File: src/flat_trie_dictionary_match_count_defines.svh
// ----------------------------------------------------------------------------
// Flat trie match counter assertion macros
// Shared concurrent assertion forms, clocked on clk; the first is quiet during rst.
// ----------------------------------------------------------------------------
`ifndef FLAT_TRIE_DICTIONARY_MATCH_COUNT_DEFINES_SVH
`define FLAT_TRIE_DICTIONARY_MATCH_COUNT_DEFINES_SVH

// check a property on every clock edge outside reset
`define FTD_ASSERT(lbl, prop, msg) \
  lbl: assert property (@(posedge clk) disable iff (rst) prop) else $error(msg);

// check a property on every clock edge, reset included
`define FTD_ASSERT_ALWAYS(lbl, prop, msg) \
  lbl: assert property (@(posedge clk) prop) else $error(msg);

`endif

File: src/ftd_pkg.sv
// ----------------------------------------------------------------------------
// Flat trie match counter package
// Payload structs, command and state codes, and sizes shared by all modules.
// ----------------------------------------------------------------------------
`default_nettype none
package ftd_pkg;

  localparam int NODE_DEPTH   = 4096;
  localparam int NODE_AW      = 12;
  localparam int MAX_WORD_LEN = 256;
  localparam int QUEUE_DEPTH  = 4;
  localparam int QUEUE_AW     = 2;

  localparam logic REQ_NODE = 1'b0;
  localparam logic REQ_TEXT = 1'b1;

  typedef struct packed {
    logic                   req_type;
    logic [NODE_AW-1:0]     node_index;
    logic [7:0]             node_char;
    logic [NODE_AW-1:0]     node_first_child;
    logic [8:0]             node_child_count;
    logic                   node_terminal;
    logic [7:0]             text_byte;
    logic                   text_last;
  } req_t;

  typedef struct packed {
    logic [15:0] match_count;
    logic        word_overflow;
  } rsp_t;

  typedef enum logic [1:0] {
    CMD_NODE,
    CMD_BYTE,
    CMD_STOP
  } cmd_kind_t;

  typedef struct packed {
    cmd_kind_t          kind;
    logic               last;
    logic [NODE_AW-1:0] node_index;
    logic [7:0]         node_char;
    logic [NODE_AW-1:0] first_child;
    logic [8:0]         child_count;
    logic               terminal;
    logic [7:0]         text_byte;
  } cmd_t;

  typedef struct packed {
    logic [7:0]         label;
    logic [NODE_AW-1:0] first_child;
    logic [8:0]         child_count;
    logic               terminal;
  } node_t;

  typedef enum logic [2:0] {
    S_IDLE,
    S_BEGIN,
    S_LOAD,
    S_SEARCH,
    S_CMP,
    S_TEXT,
    S_DONE
  } back_state_t;

  typedef struct packed {
    logic [QUEUE_AW:0] count;
  } front_stat_t;

  typedef struct packed {
    logic cmd_ready;
    logic result_load;
  } back_stat_t;

endpackage
`default_nettype wire

File: src/ftd_front.sv
// ----------------------------------------------------------------------------
// Flat trie match counter front end
// Accepts requests, classifies them into commands and queues them.
// ----------------------------------------------------------------------------
`default_nettype none
module ftd_front
  import ftd_pkg::*;
(
  input  wire logic        clk,
  input  wire logic        rst,
  input  wire logic        in_valid,
  output logic             in_ready,
  input  wire req_t        in_data,
  output logic             cmd_valid,
  input  wire logic        cmd_ready,
  output cmd_t             cmd,
  output front_stat_t      stat
);

  cmd_t                  queue [QUEUE_DEPTH];
  logic [QUEUE_AW-1:0]   wr_ptr;
  logic [QUEUE_AW-1:0]   rd_ptr;
  logic [QUEUE_AW:0]     count;
  logic                  push;
  logic                  pop;
  cmd_t                  cmd_in;

  always_comb begin
    cmd_in.last        = in_data.text_last;
    cmd_in.node_index  = in_data.node_index;
    cmd_in.node_char   = in_data.node_char;
    cmd_in.first_child = in_data.node_first_child;
    cmd_in.child_count = in_data.node_child_count;
    cmd_in.terminal    = in_data.node_terminal;
    cmd_in.text_byte   = in_data.text_byte;
    if (in_data.req_type == REQ_NODE) begin
      cmd_in.kind = CMD_NODE;
    end else if (in_data.text_byte == 8'd0) begin
      cmd_in.kind = CMD_STOP;
    end else begin
      cmd_in.kind = CMD_BYTE;
    end
  end

  assign in_ready   = (count != (QUEUE_AW+1)'(QUEUE_DEPTH));
  assign cmd_valid  = (count != '0);
  assign push       = in_valid && in_ready;
  assign pop        = cmd_valid && cmd_ready;
  assign cmd        = queue[rd_ptr];
  assign stat.count = count;

  always_ff @(posedge clk) begin
    if (push) begin
      queue[wr_ptr] <= cmd_in;
    end
  end

  always_ff @(posedge clk) begin
    if (rst) begin
      wr_ptr <= '0;
      rd_ptr <= '0;
      count  <= '0;
    end else begin
      if (push) begin
        wr_ptr <= wr_ptr + 1'b1;
      end
      if (pop) begin
        rd_ptr <= rd_ptr + 1'b1;
      end
      if (push && !pop) begin
        count <= count + 1'b1;
      end else if (pop && !push) begin
        count <= count - 1'b1;
      end
    end
  end

endmodule
`default_nettype wire

File: config.mk
export PLATFORM = sky130hd
export DESIGN_NAME = ftd_front
export DESIGN_NICKNAME = d
export VERILOG_FILES = /design/src/flat_trie_dictionary_match_count_defines.svh /design/src/ftd_pkg.sv /design/src/ftd_front.sv
export SDC_FILE = /design/constraint.sdc
export NUM_CORES = 1
export LEC_CHECK = 0
export BUFFER_PORTS_ARGS = -buffer_cell sky130_fd_sc_hd__buf_2
export CAP_MARGIN = 20
export CORE_MARGIN = 2
export CORE_UTILIZATION = 50
export DETAILED_ROUTE_END_ITERATION = 10
export MAX_ROUTING_LAYER = met4
export PLACE_DENSITY = 0.7
export SETUP_SLACK_MARGIN = 0.1
export SLEW_MARGIN = 25
export SYNTH_ARGS = -nofsm -noshare
export SYNTH_HDL_FRONTEND = slang
export SYNTH_SLANG_ARGS = --single-unit
File: constraint.sdc
create_clock -name clk -period 5.2 [get_ports clk]
set_clock_uncertainty 0.1 [all_clocks]
set_input_delay 0.26 -clock clk [delete_from_list [all_inputs] [get_ports clk]]
set_output_delay 0.26 -clock clk [all_outputs]
set_load 0.02 [all_outputs]
==> flow_summary.toml, run 1 <==
[synthesis]
ys_types = 27
synth_area_per_cell_um2 = 24.93
syn_inst = 329
synth_area_mm2 = 0.008203
yosys_warnings = 0
yosysTopAreaCellShare_pct = 77.61
synth-main-ff-cell = "edfxtp_1"
synth-edff-count = 212
yosysSeqAreaShare_pct = 79.80
async_reset_ff_share_pct = 0
ys_ff_latch = 221
synth_area_leaders = "edfxtp_1 78%, mux4_2 14%, dfxtp_1 2.2%"
yosysTopAreaCell = "edfxtp_1"
synth_nets = 391

[worst_setup_path]
path_delay_family = "flip-flops"
worstSetupStartpointType = "register"
worstSetupPathType = "register to output pin"
slowest_stage = "dfxtp_4"
critPathMaxFanout = 29
crit_path_cell_trace = "buf_12, mux4_1, buf_2"
crit_path_end_kind = "output pin"
worstPathArrival_ns = 2.37
slowest_delay_ns = 0.74
r2r_cells = 4
critPathBufInv = 2
path_depth = 3
worst_ep_required_time_ns = 4.84

[route]
drc = 0
via_per_inst = 5.365
ant_nets = 0
wl_per_cell_um = 20.05
drt_first_iter_violations = 243
drt_wl_total_um = 14880
firstDrtPassIters = 4
vias = 3981

[clocking]
clk_pin_slew_ns = 0.06
cts_tree = "done"
h-tree-depth = 1
clock_sinks = 221
clk_latency_ns = 0.49
cts_buffers = 22
root_buffer = "clkbuf_16"
cts_max_path_buffers = 3
postCtsSetupBuffers = 0

[final_layout]
finalNetCount = 573
final_cell_area_mm2 = 0.01018
drive_gt1_share_pct = 39.16
multi_input_area_mm2 = 0.001506
synthToLayoutAreaGrowth_pct = 24.05
nFillCells = 1114
area.sequential_mm2 = 0.006551
num_antenna_cells = 0

[global_routing]
use_met2_pct = 29.51
overflow = 0
grt_pass1_vias = 4404
gr-usage-met1_pct = 24.43
antenna_found_initial = 0
track_usage_pct = 18.09
use_met3_pct = 3.306
grt_pass1_wl_um = 23750
grt.busiest_layer = "met2"
grt_max_degree = 54

[placement]
io_buffers = 113
post-dp-hpwl_um = 8783
dp_slack_ns = 2.577
gp_congestion = 0.7133
post_dp_cell_area_mm2 = 0.008962

[timing]
worstMarginPinSlew_ns = 0.7817
period_needed_ns = 2.734
timing.final.crit_share_pct = 52.58
relSlewSlack_pct = 47.88
max_freq_mhz = 365.8
layout_setup_ws_ns = 2.466
fin_hold_ws_ns = 0.09444
tns_ns = 0
drv_slew = 0
finalHoldViolations = 0
rsz0062_at_grt = "no"
setup-violations-final = 0

[power]
p_total_uw = 5027
ir_drop_v = 0.0003564
power.density_mw_per_mm2 = 494.0
leakage_uw = 0.003494

[floorplanning]
start_util_pct = 51.45
placementRows = 46
die_x_um = 132.1
die_area_mm2 = 0.01745
die_h_um = 132.1
pin_count = 114
core_mm2 = 0.01594

[run]
cap_violations = 0

[worst_hold_path]
min_path_type = "input pin to register"
hold_path_depth = 2

[run_status]
outcome = "complete, no violations"
## registers in the layout, summed over array words and instances, names as in the netlist, named ones only
register and flops:
queue 212, rd_ptr 2, wr_ptr 2, stat 3
## cells in the final DEF (no fill, tap or decap), types with 2 or more instances in the layout
cell / n
dlygate4sd3_1: 52
xor2_1: 4
inv_1: 3
or3_1: 2
mux2i_1: 2
clkinv_1: 6
ha_1: 5
mux4_1: 3
mux4_2: 50
clkbuf_16: 23
clkbuf_1: 4
and2_2: 4
nor2_1: 8
bufinv_16: 2
edfxtp_1: 212
nand2b_1: 2
buf_4: 5
nor4_1: 2
buf_2: 113
dfxtp_1: 7
clkinv_2: 4
## cell type report
| type | instances | share of cell area, % |
|---|---|---|
| multi-input combinational | 92 | 14.80 |
| clock inverter | 12 | 1.008 |
| timing repair buffer | 171 | 11.24 |
| clock buffer | 27 | 5.804 |
| inverter | 3 | 0.1107 |
| sequential | 221 | 64.38 |
| tap | 216 | 2.656 |
## per-layer routing
| metal | vias up | share of wire, % |
|---|---|---|
| li1 | 1768 | - |
| met1 | 2060 | 43 |
| met2 | 135 | 50 |
| met4 | 0 | 1.1 |
| met5 | - | 0 |
| met3 | 18 | 5.9 |
## worst reg2reg max path, stage by stage, from the launching register on
cell      delay (ns)
dfxtp_1         0.47
nor2_1          0.12
a21boi_2        0.33
and2_2          0.62
buf_4           0.56
## final timing paths
check / start / endpoint / slack, ns
max: register / cmd[48] / 2.47
min: in_data[51] / queue[2][52]$_DFFE_PP_ / 0.09
max reg2reg: stat[0]$_SDFFE_PP0P_ / queue[3][2]$_DFFE_PP_ / 2.62
min reg2reg: wr_ptr[1]$_SDFFE_PP0P_ / wr_ptr[1]$_SDFFE_PP0P_ / 0.44
## power by group
group | internal [uW] | switching (uW) | total (uW)
logic | 547 | 684 | 1230
registers | 2170 | 116 | 2280
clock network | 901 | 613 | 1510
## kinds of logic (layout without fill, tap and decap cells)
kind of cell,count (synthesis),in the layout,synth area share [%]
DFF,221,221,79.80
muxes,56,56,15.07
and+or+nand+nor,20,20,1.251
buffers and inverters,16,213,1.891
adders and majority gates,6,6,1.007
AOI/OAI and AO/OA,6,6,0.5491
xor gates and xnor gates,4,4,0.4270
## cells in the mapped netlist, types with 2 or more instances
cell type,count
and2_1,4
edfxtp_1,212
mux4_2,50
clkbuf_1,2
dfxtp_1,9
inv_1,3
mux2i_1,2
xor2_1,4
buf_12,5
nor2_1,8
or3_1,2
buf_2,5
mux4_1,3
ha_1,5
nor4_1,2
nand2b_1,2
## stage by stage
stage                     util (%)  std cells
after floorplan                  -        329
after global placement       56.09        650
after detailed placement     56.22        651
after CTS                    63.83        742
after global routing         63.83        742
final                        63.83        742
## what timing repair did
action / 4_1_cts / 5_1_grt
hold buffers: 52 / 0
hold endpoints to repair: 211 / 0
resized for setup: 0 / 0
(Power assumes the default switching activity.)
==> run 2: changes to the inputs <==
==> constraint.sdc (replaced) <==
create_clock -name clk -period 2.7 [get_ports clk]
set_clock_uncertainty 0.1 [all_clocks]
set_input_delay 0.135 -clock clk [delete_from_list [all_inputs] [get_ports clk]]
set_output_delay 0.135 -clock clk [all_outputs]
set_load 0.02 [all_outputs]
==> run 2 against run 1 <==
Compared with the run above: flip-flop and latch count stayed put; final area is 1.2% higher; total power is 93% higher; via count is 1.3% lower; routed wire length is 1.5% lower.
==> flow_summary.toml, run 2 (synthesized netlist as in run 1, its figures left out) <==
[worst_setup_path]
worstPathArrival_ns = 2.74
worstSetupStartpointType = "register"
worst_ep_required_time_ns = 3.02
slowest_stage = "dfxtp_1"
r2r_end = "stat[2]$_SDFFE_PP0P_"
path_delay_family = "adder cells"
r2r_cells = 8
critPathBufInv = 1
slowest_delay_ns = 0.46
critPathMaxFanout = 7
rr_startpoint = "stat[1]$_SDFFE_PP0P_"
rrSetupSlack_ns = 0.28
crit_path_end_kind = "register"
crit_path_cell_trace = "nor2_1, a21boi_2, ha_1, inv_1, fa_1, xor2_1, or3_1, a21oi_1"
worstSetupPathType = "register to register"

[worst_hold_path]
min-delay-start = "in_data[41]"
hold_end = "queue[0][40]$_DFFE_PP_"
min_path_type = "input pin to register"
hold_path_depth = 2

[power]
power.density_mw_per_mm2 = 941.4
combPwrFrac_pct = 25.6
leakage_uw = 0.003540
pwr-share-clk_pct = 29.5
power_switching_uw = 2716
ir_drop_v = 0.0005564
sw_frac_of_total_pct = 28.01
p_seq_share_pct = 44.9
p_int_uw = 6982

[route]
firstDrtPassIters = 4
vias = 3930
drt_wl_total_um = 14660
drt_first_iter_violations = 253
ant_nets = 0
drc = 0
via_per_inst = 5.261
wl_per_cell_um = 19.62

[final_layout]
synthToLayoutAreaGrowth_pct = 25.60
final_cells = 747
final_cell_area_mm2 = 0.01030
largest_register_ffs = 212
drive_gt1_share_pct = 39.92
area.sequential_mm2 = 0.006553
num_antenna_cells = 0
top_register = "queue"
final_util_pct = 64.62
final_common_cell = "edfxtp_1"
multi_input_area_mm2 = 0.001506
nFillCells = 1097
finalNetCount = 579
most-common-layout-cells = "212 x edfxtp_1, 113 x buf_2, 56 x dlygate4sd3_1, 50 x mux4_2, 23 x clkbuf_16"

[global_routing]
antenna_found_initial = 0
overflow = 0
track_usage_pct = 17.59
grt_pass1_wl_um = 23040
grt_pass1_vias = 4310
grt_max_degree = 54

[floorplanning]
die_h_um = 132.1
start_util_pct = 51.45
die_area_mm2 = 0.01745
placementRows = 46
core_mm2 = 0.01594
die_x_um = 132.1
pin_count = 114

[clocking]
clk_pin_slew_ns = 0.06
postCtsSetupBuffers = 0
clk_latency_ns = 0.49
cts_max_path_buffers = 3
root_buffer = "clkbuf_16"
cts_buffers = 22
clock_sinks = 221
h-tree-depth = 1
cts_tree = "done"

[timing]
setup-violations-final = 0
max_freq_mhz = 413.3
rsz0062_at_grt = "no"
relSlewSlack_pct = 67.70
drv_slew = 0
worstMarginPinSlew_ns = 0.4845
tns_ns = 0
timing.final.crit_share_pct = 89.62
period_needed_ns = 2.420
finalHoldViolations = 0

[placement]
post_dp_cell_area_mm2 = 0.009052
gp_congestion = 0.7679
dp_cells = 653
io_buffers = 113
post-dp-hpwl_um = 8466

[run]
cap_violations = 0

[run_status]
outcome = "complete, no violations"
-- run 2: changes by cell type in the layout (fill, tap and decap cells not counted), sizes merged --
cell,before,now
clkinv,10,7
clkbuf,27,29
dlygate4sd3,52,56
bufinv,2,1
clkinvlp,0,1
buf,119,121
-- run 2: worst max path at each step --
stage                     slack (ns)                 start  cells past startpoint                   end
final                           0.28  stat[1]$_SDFFE_PP0P_                      8  stat[2]$_SDFFE_PP0P_
after global routing            0.13  stat[1]$_SDFFE_PP0P_                      8  stat[2]$_SDFFE_PP0P_
after CTS                       0.24              register                      3               cmd[15]
after detailed placement        0.32  stat[0]$_SDFFE_PP0P_                      8  stat[2]$_SDFFE_PP0P_
after global placement          0.48  stat[0]$_SDFFE_PP0P_                      8  stat[2]$_SDFFE_PP0P_
after floorplan                 0.42  stat[0]$_SDFFE_PP0P_                      8  stat[2]$_SDFFE_PP0P_
-- run 2: per-stage QoR --
step                setup WS [ns]  power [uW]  hold slack [ns]
floorplan                  0.4154        6171           0.1339
global placement           0.4832        6828           0.2436
detailed placement         0.3215        6884           0.2502
CTS                        0.2428        9820           0.2780
global route               0.1286       10120           0.2947
finish                     0.2803        9698           0.2941
-- run 2: worst register-to-register path, delay by kind of cell (launching register included) --
family / cells / cell delay (ns)
adder cells (fa/ha/maj): 2 / 0.64
buffers and inverters: 1 / 0.06
AND/OR/NAND/NOR: 2 / 0.45
AO/OA/AOI/OAI: 2 / 0.47
flip-flops: 1 / 0.46
XOR/XNOR: 1 / 0.18
-- run 2: repair_timing --
item / CTS / global route
hold buffers: 56 / 0
endpoints found under the hold margin: 221 / 0
resized for setup: 0 / 1
setup endpoints to repair: 0 / 1
-- run 2: routing by layer --
layer | track usage (%) | part of all wire, % | vias to the layer above
li1 | - | - | 1768
met1 | 23.89 | 43 | 2013
met2 | 27.92 | 49 | 129
met3 | 3.691 | 6.5 | 20
met4 | 3.986 | 1.4 | 0
met5 | - | 0 | -
-- run 2: area by class of cell --
cell class,instances,share of cell area [%]
clock inverters,9,0.6801
flip-flops and latches,221,63.60
repair buffers,177,12.36
inverters,3,0.1093
clock buffers,29,6.000
multi-input cells,92,14.62
well taps,216,2.623
-- run 2: power by group through the flow --
stage	registers [uW]	clock network [uW]	logic [uW]
after floorplan	4330	0	1840
after global placement	4400	0	2430
after detailed placement	4430	0	2450
after CTS	4360	2930	2530
after global routing	4400	3070	2650
final	4350	2860	2490
==> run 3: changes to the inputs <==
--- a/config.mk
+++ b/config.mk
@@ -5,7 +5,7 @@
 export SDC_FILE = /design/constraint.sdc
 export NUM_CORES = 1
 export LEC_CHECK = 0
-export BUFFER_PORTS_ARGS = -buffer_cell sky130_fd_sc_hd__buf_2
+export BUFFER_PORTS_ARGS = -buffer_cell sky130_fd_sc_hd__clkbuf_2
 export CAP_MARGIN = 20
 export CORE_MARGIN = 2
 export CORE_UTILIZATION = 50
==> run 3 against run 2 <==
Compared with the run above: global-route usage fell by 0.084 points; hold slack better by 0.017 ns; non-clock buffer count grew 2; clock power is essentially flat; largest power group unchanged; critical path depth unchanged; final area about the same; die area unchanged; via count grew 0.25%; final cell count is 0.27% higher; register-to-register slack worse by 0.04 ns; first-iteration DRC count increased by 1.6%.
==> flow_summary.toml, run 3 (synthesized netlist as in run 1, its figures left out) <==
[floorplanning]
pin_count = 114
die_h_um = 132.1
placementRows = 46
die_x_um = 132.1
core_mm2 = 0.01594
die_area_mm2 = 0.01745
start_util_pct = 51.45

[final_layout]
top_register = "queue"
final_cell_area_mm2 = 0.01031
most-common-layout-cells = "212 x edfxtp_1, 113 x clkbuf_2, 56 x dlygate4sd3_1, 50 x mux4_2, 23 x clkbuf_16"
largest_register_ffs = 212
drive_gt1_share_pct = 39.21
finalNetCount = 581
final_common_cell = "edfxtp_1"
synthToLayoutAreaGrowth_pct = 25.66
num_antenna_cells = 0

[route]
wl_per_cell_um = 19.39
drt_first_iter_violations = 257
ant_nets = 0
firstDrtPassIters = 4
drt_wl_total_um = 14520
via_per_inst = 5.260
vias = 3940
drc = 0

[power]
ir_drop_v = 0.0006672
p_total_uw = 9727
power.density_mw_per_mm2 = 943.7
leakage_uw = 0.003569

[worst_setup_path]
slowest_stage = "dfxtp_1"
slowest_delay_ns = 0.49
critPathMaxFanout = 7
worstSetupPathType = "register to register"
path_delay_family = "adder cells"
crit_path_end_kind = "register"
crit_path_cell_trace = "nor2_1, a21boi_2, ha_1, inv_1, fa_1, xor2_1, or3_1, a21oi_1"
worstSetupStartpointType = "register"
worst_ep_required_time_ns = 3.00
critPathBufInv = 1
worstPathArrival_ns = 2.76

[clocking]
clock_sinks = 221
cts_max_path_buffers = 3
root_buffer = "clkbuf_16"
clk_latency_ns = 0.48
cts_tree = "done"
clk_pin_slew_ns = 0.06
h-tree-depth = 1
postCtsSetupBuffers = 0
cts_buffers = 22

[run_status]
outcome = "complete, no violations"

[timing]
layout_setup_ws_ns = 0.2444
relSlewSlack_pct = 64.32
rsz0062_at_grt = "no"
worstMarginPinSlew_ns = 0.5285
tns_ns = 0
period_needed_ns = 2.456
timing.final.crit_share_pct = 90.95
finalHoldViolations = 0
setup-violations-final = 0
max_freq_mhz = 407.2
drv_slew = 0

[placement]
gp_congestion = 0.7728
io_buffers = 113
dp_slack_ns = 0.2666
post_dp_cell_area_mm2 = 0.009055
post-dp-hpwl_um = 8524

[global_routing]
antenna_found_initial = 0
track_usage_pct = 17.51
grt_max_degree = 54
grt_pass1_vias = 4342
grt_pass1_wl_um = 23130
overflow = 0

[run]
cap_violations = 0

[worst_hold_path]
min_path_type = "input pin to register"
[run 3: cell types whose count changed in the layout (fill, tap and decap cells not counted), moves of 3 or more]
| cell | previous run | this run |
|---|---|---|
| buf_2 | 113 | 0 |
| clkinv_2 | 5 | 2 |
| clkbuf_2 | 0 | 113 |
| buf_4 | 1 | 4 |
[run 3: final timing paths]
| path | startpoint | endpoint | slack (ns) | cells past startpoint |
|---|---|---|---|---|
| worst max-delay path | stat[0]$_SDFFE_PP0P_ | stat[2]$_SDFFE_PP0P_ | 0.24 | 8 |
| worst min-delay path | in_data[0] | queue[2][50]$_DFFE_PP_ | 0.31 | 2 |
| worst max register to register | stat[0]$_SDFFE_PP0P_ | stat[2]$_SDFFE_PP0P_ | 0.24 | 8 |
| worst min register to register | rd_ptr[1]$_SDFFE_PP0P_ | register | 0.43 | 2 |
[run 3: cell type report]
| type | instances | area (um^2) |
|---|---|---|
| clock buffer | 29 | 598.1 |
| clock inverter | 9 | 93.84 |
| fill | 1092 | 5635 |
| inverter | 3 | 11.26 |
| multi-input combinational | 92 | 1506 |
| sequential | 221 | 6551 |
| tap | 216 | 270.3 |
| timing repair buffer | 179 | 1276 |
[run 3: layer usage]
layer	wire length (um)	global-route usage [%]
met5	0	-
met4	192	3.744
met3	706	3.537
met2	7124	28.53
met1	6499	23.29
[run 3: repair_timing]
item,4_1_cts,5_1_grt
hold buffers,56,0
setup endpoints to repair,0,1
endpoints found under the hold margin,221,0
gates resized for setup,0,0
[run 3: where the power goes]
part	internal, uW	switching (uW)
logic	1100	1390
registers	4170	175
clock network	1740	1140
total	7020	2710
[run 3: worst reg2reg max path: stages (launching register included)]
cell,delay (ns)
dfxtp_1,0.49
nor2_1,0.11
a21boi_2,0.30
ha_1,0.25
inv_1,0.06
fa_1,0.37
xor2_1,0.18
or3_1,0.32
a21oi_1,0.18
[run 3: through the flow]
stage	utilization (%)	cells	hold slack, ns
after floorplan	-	329	0.1339
after global placement	56.80	655	0.2480
after detailed placement	56.80	655	0.2529
after CTS	64.65	749	0.2950
after global routing	64.65	749	0.3101
final	64.65	749	0.3109
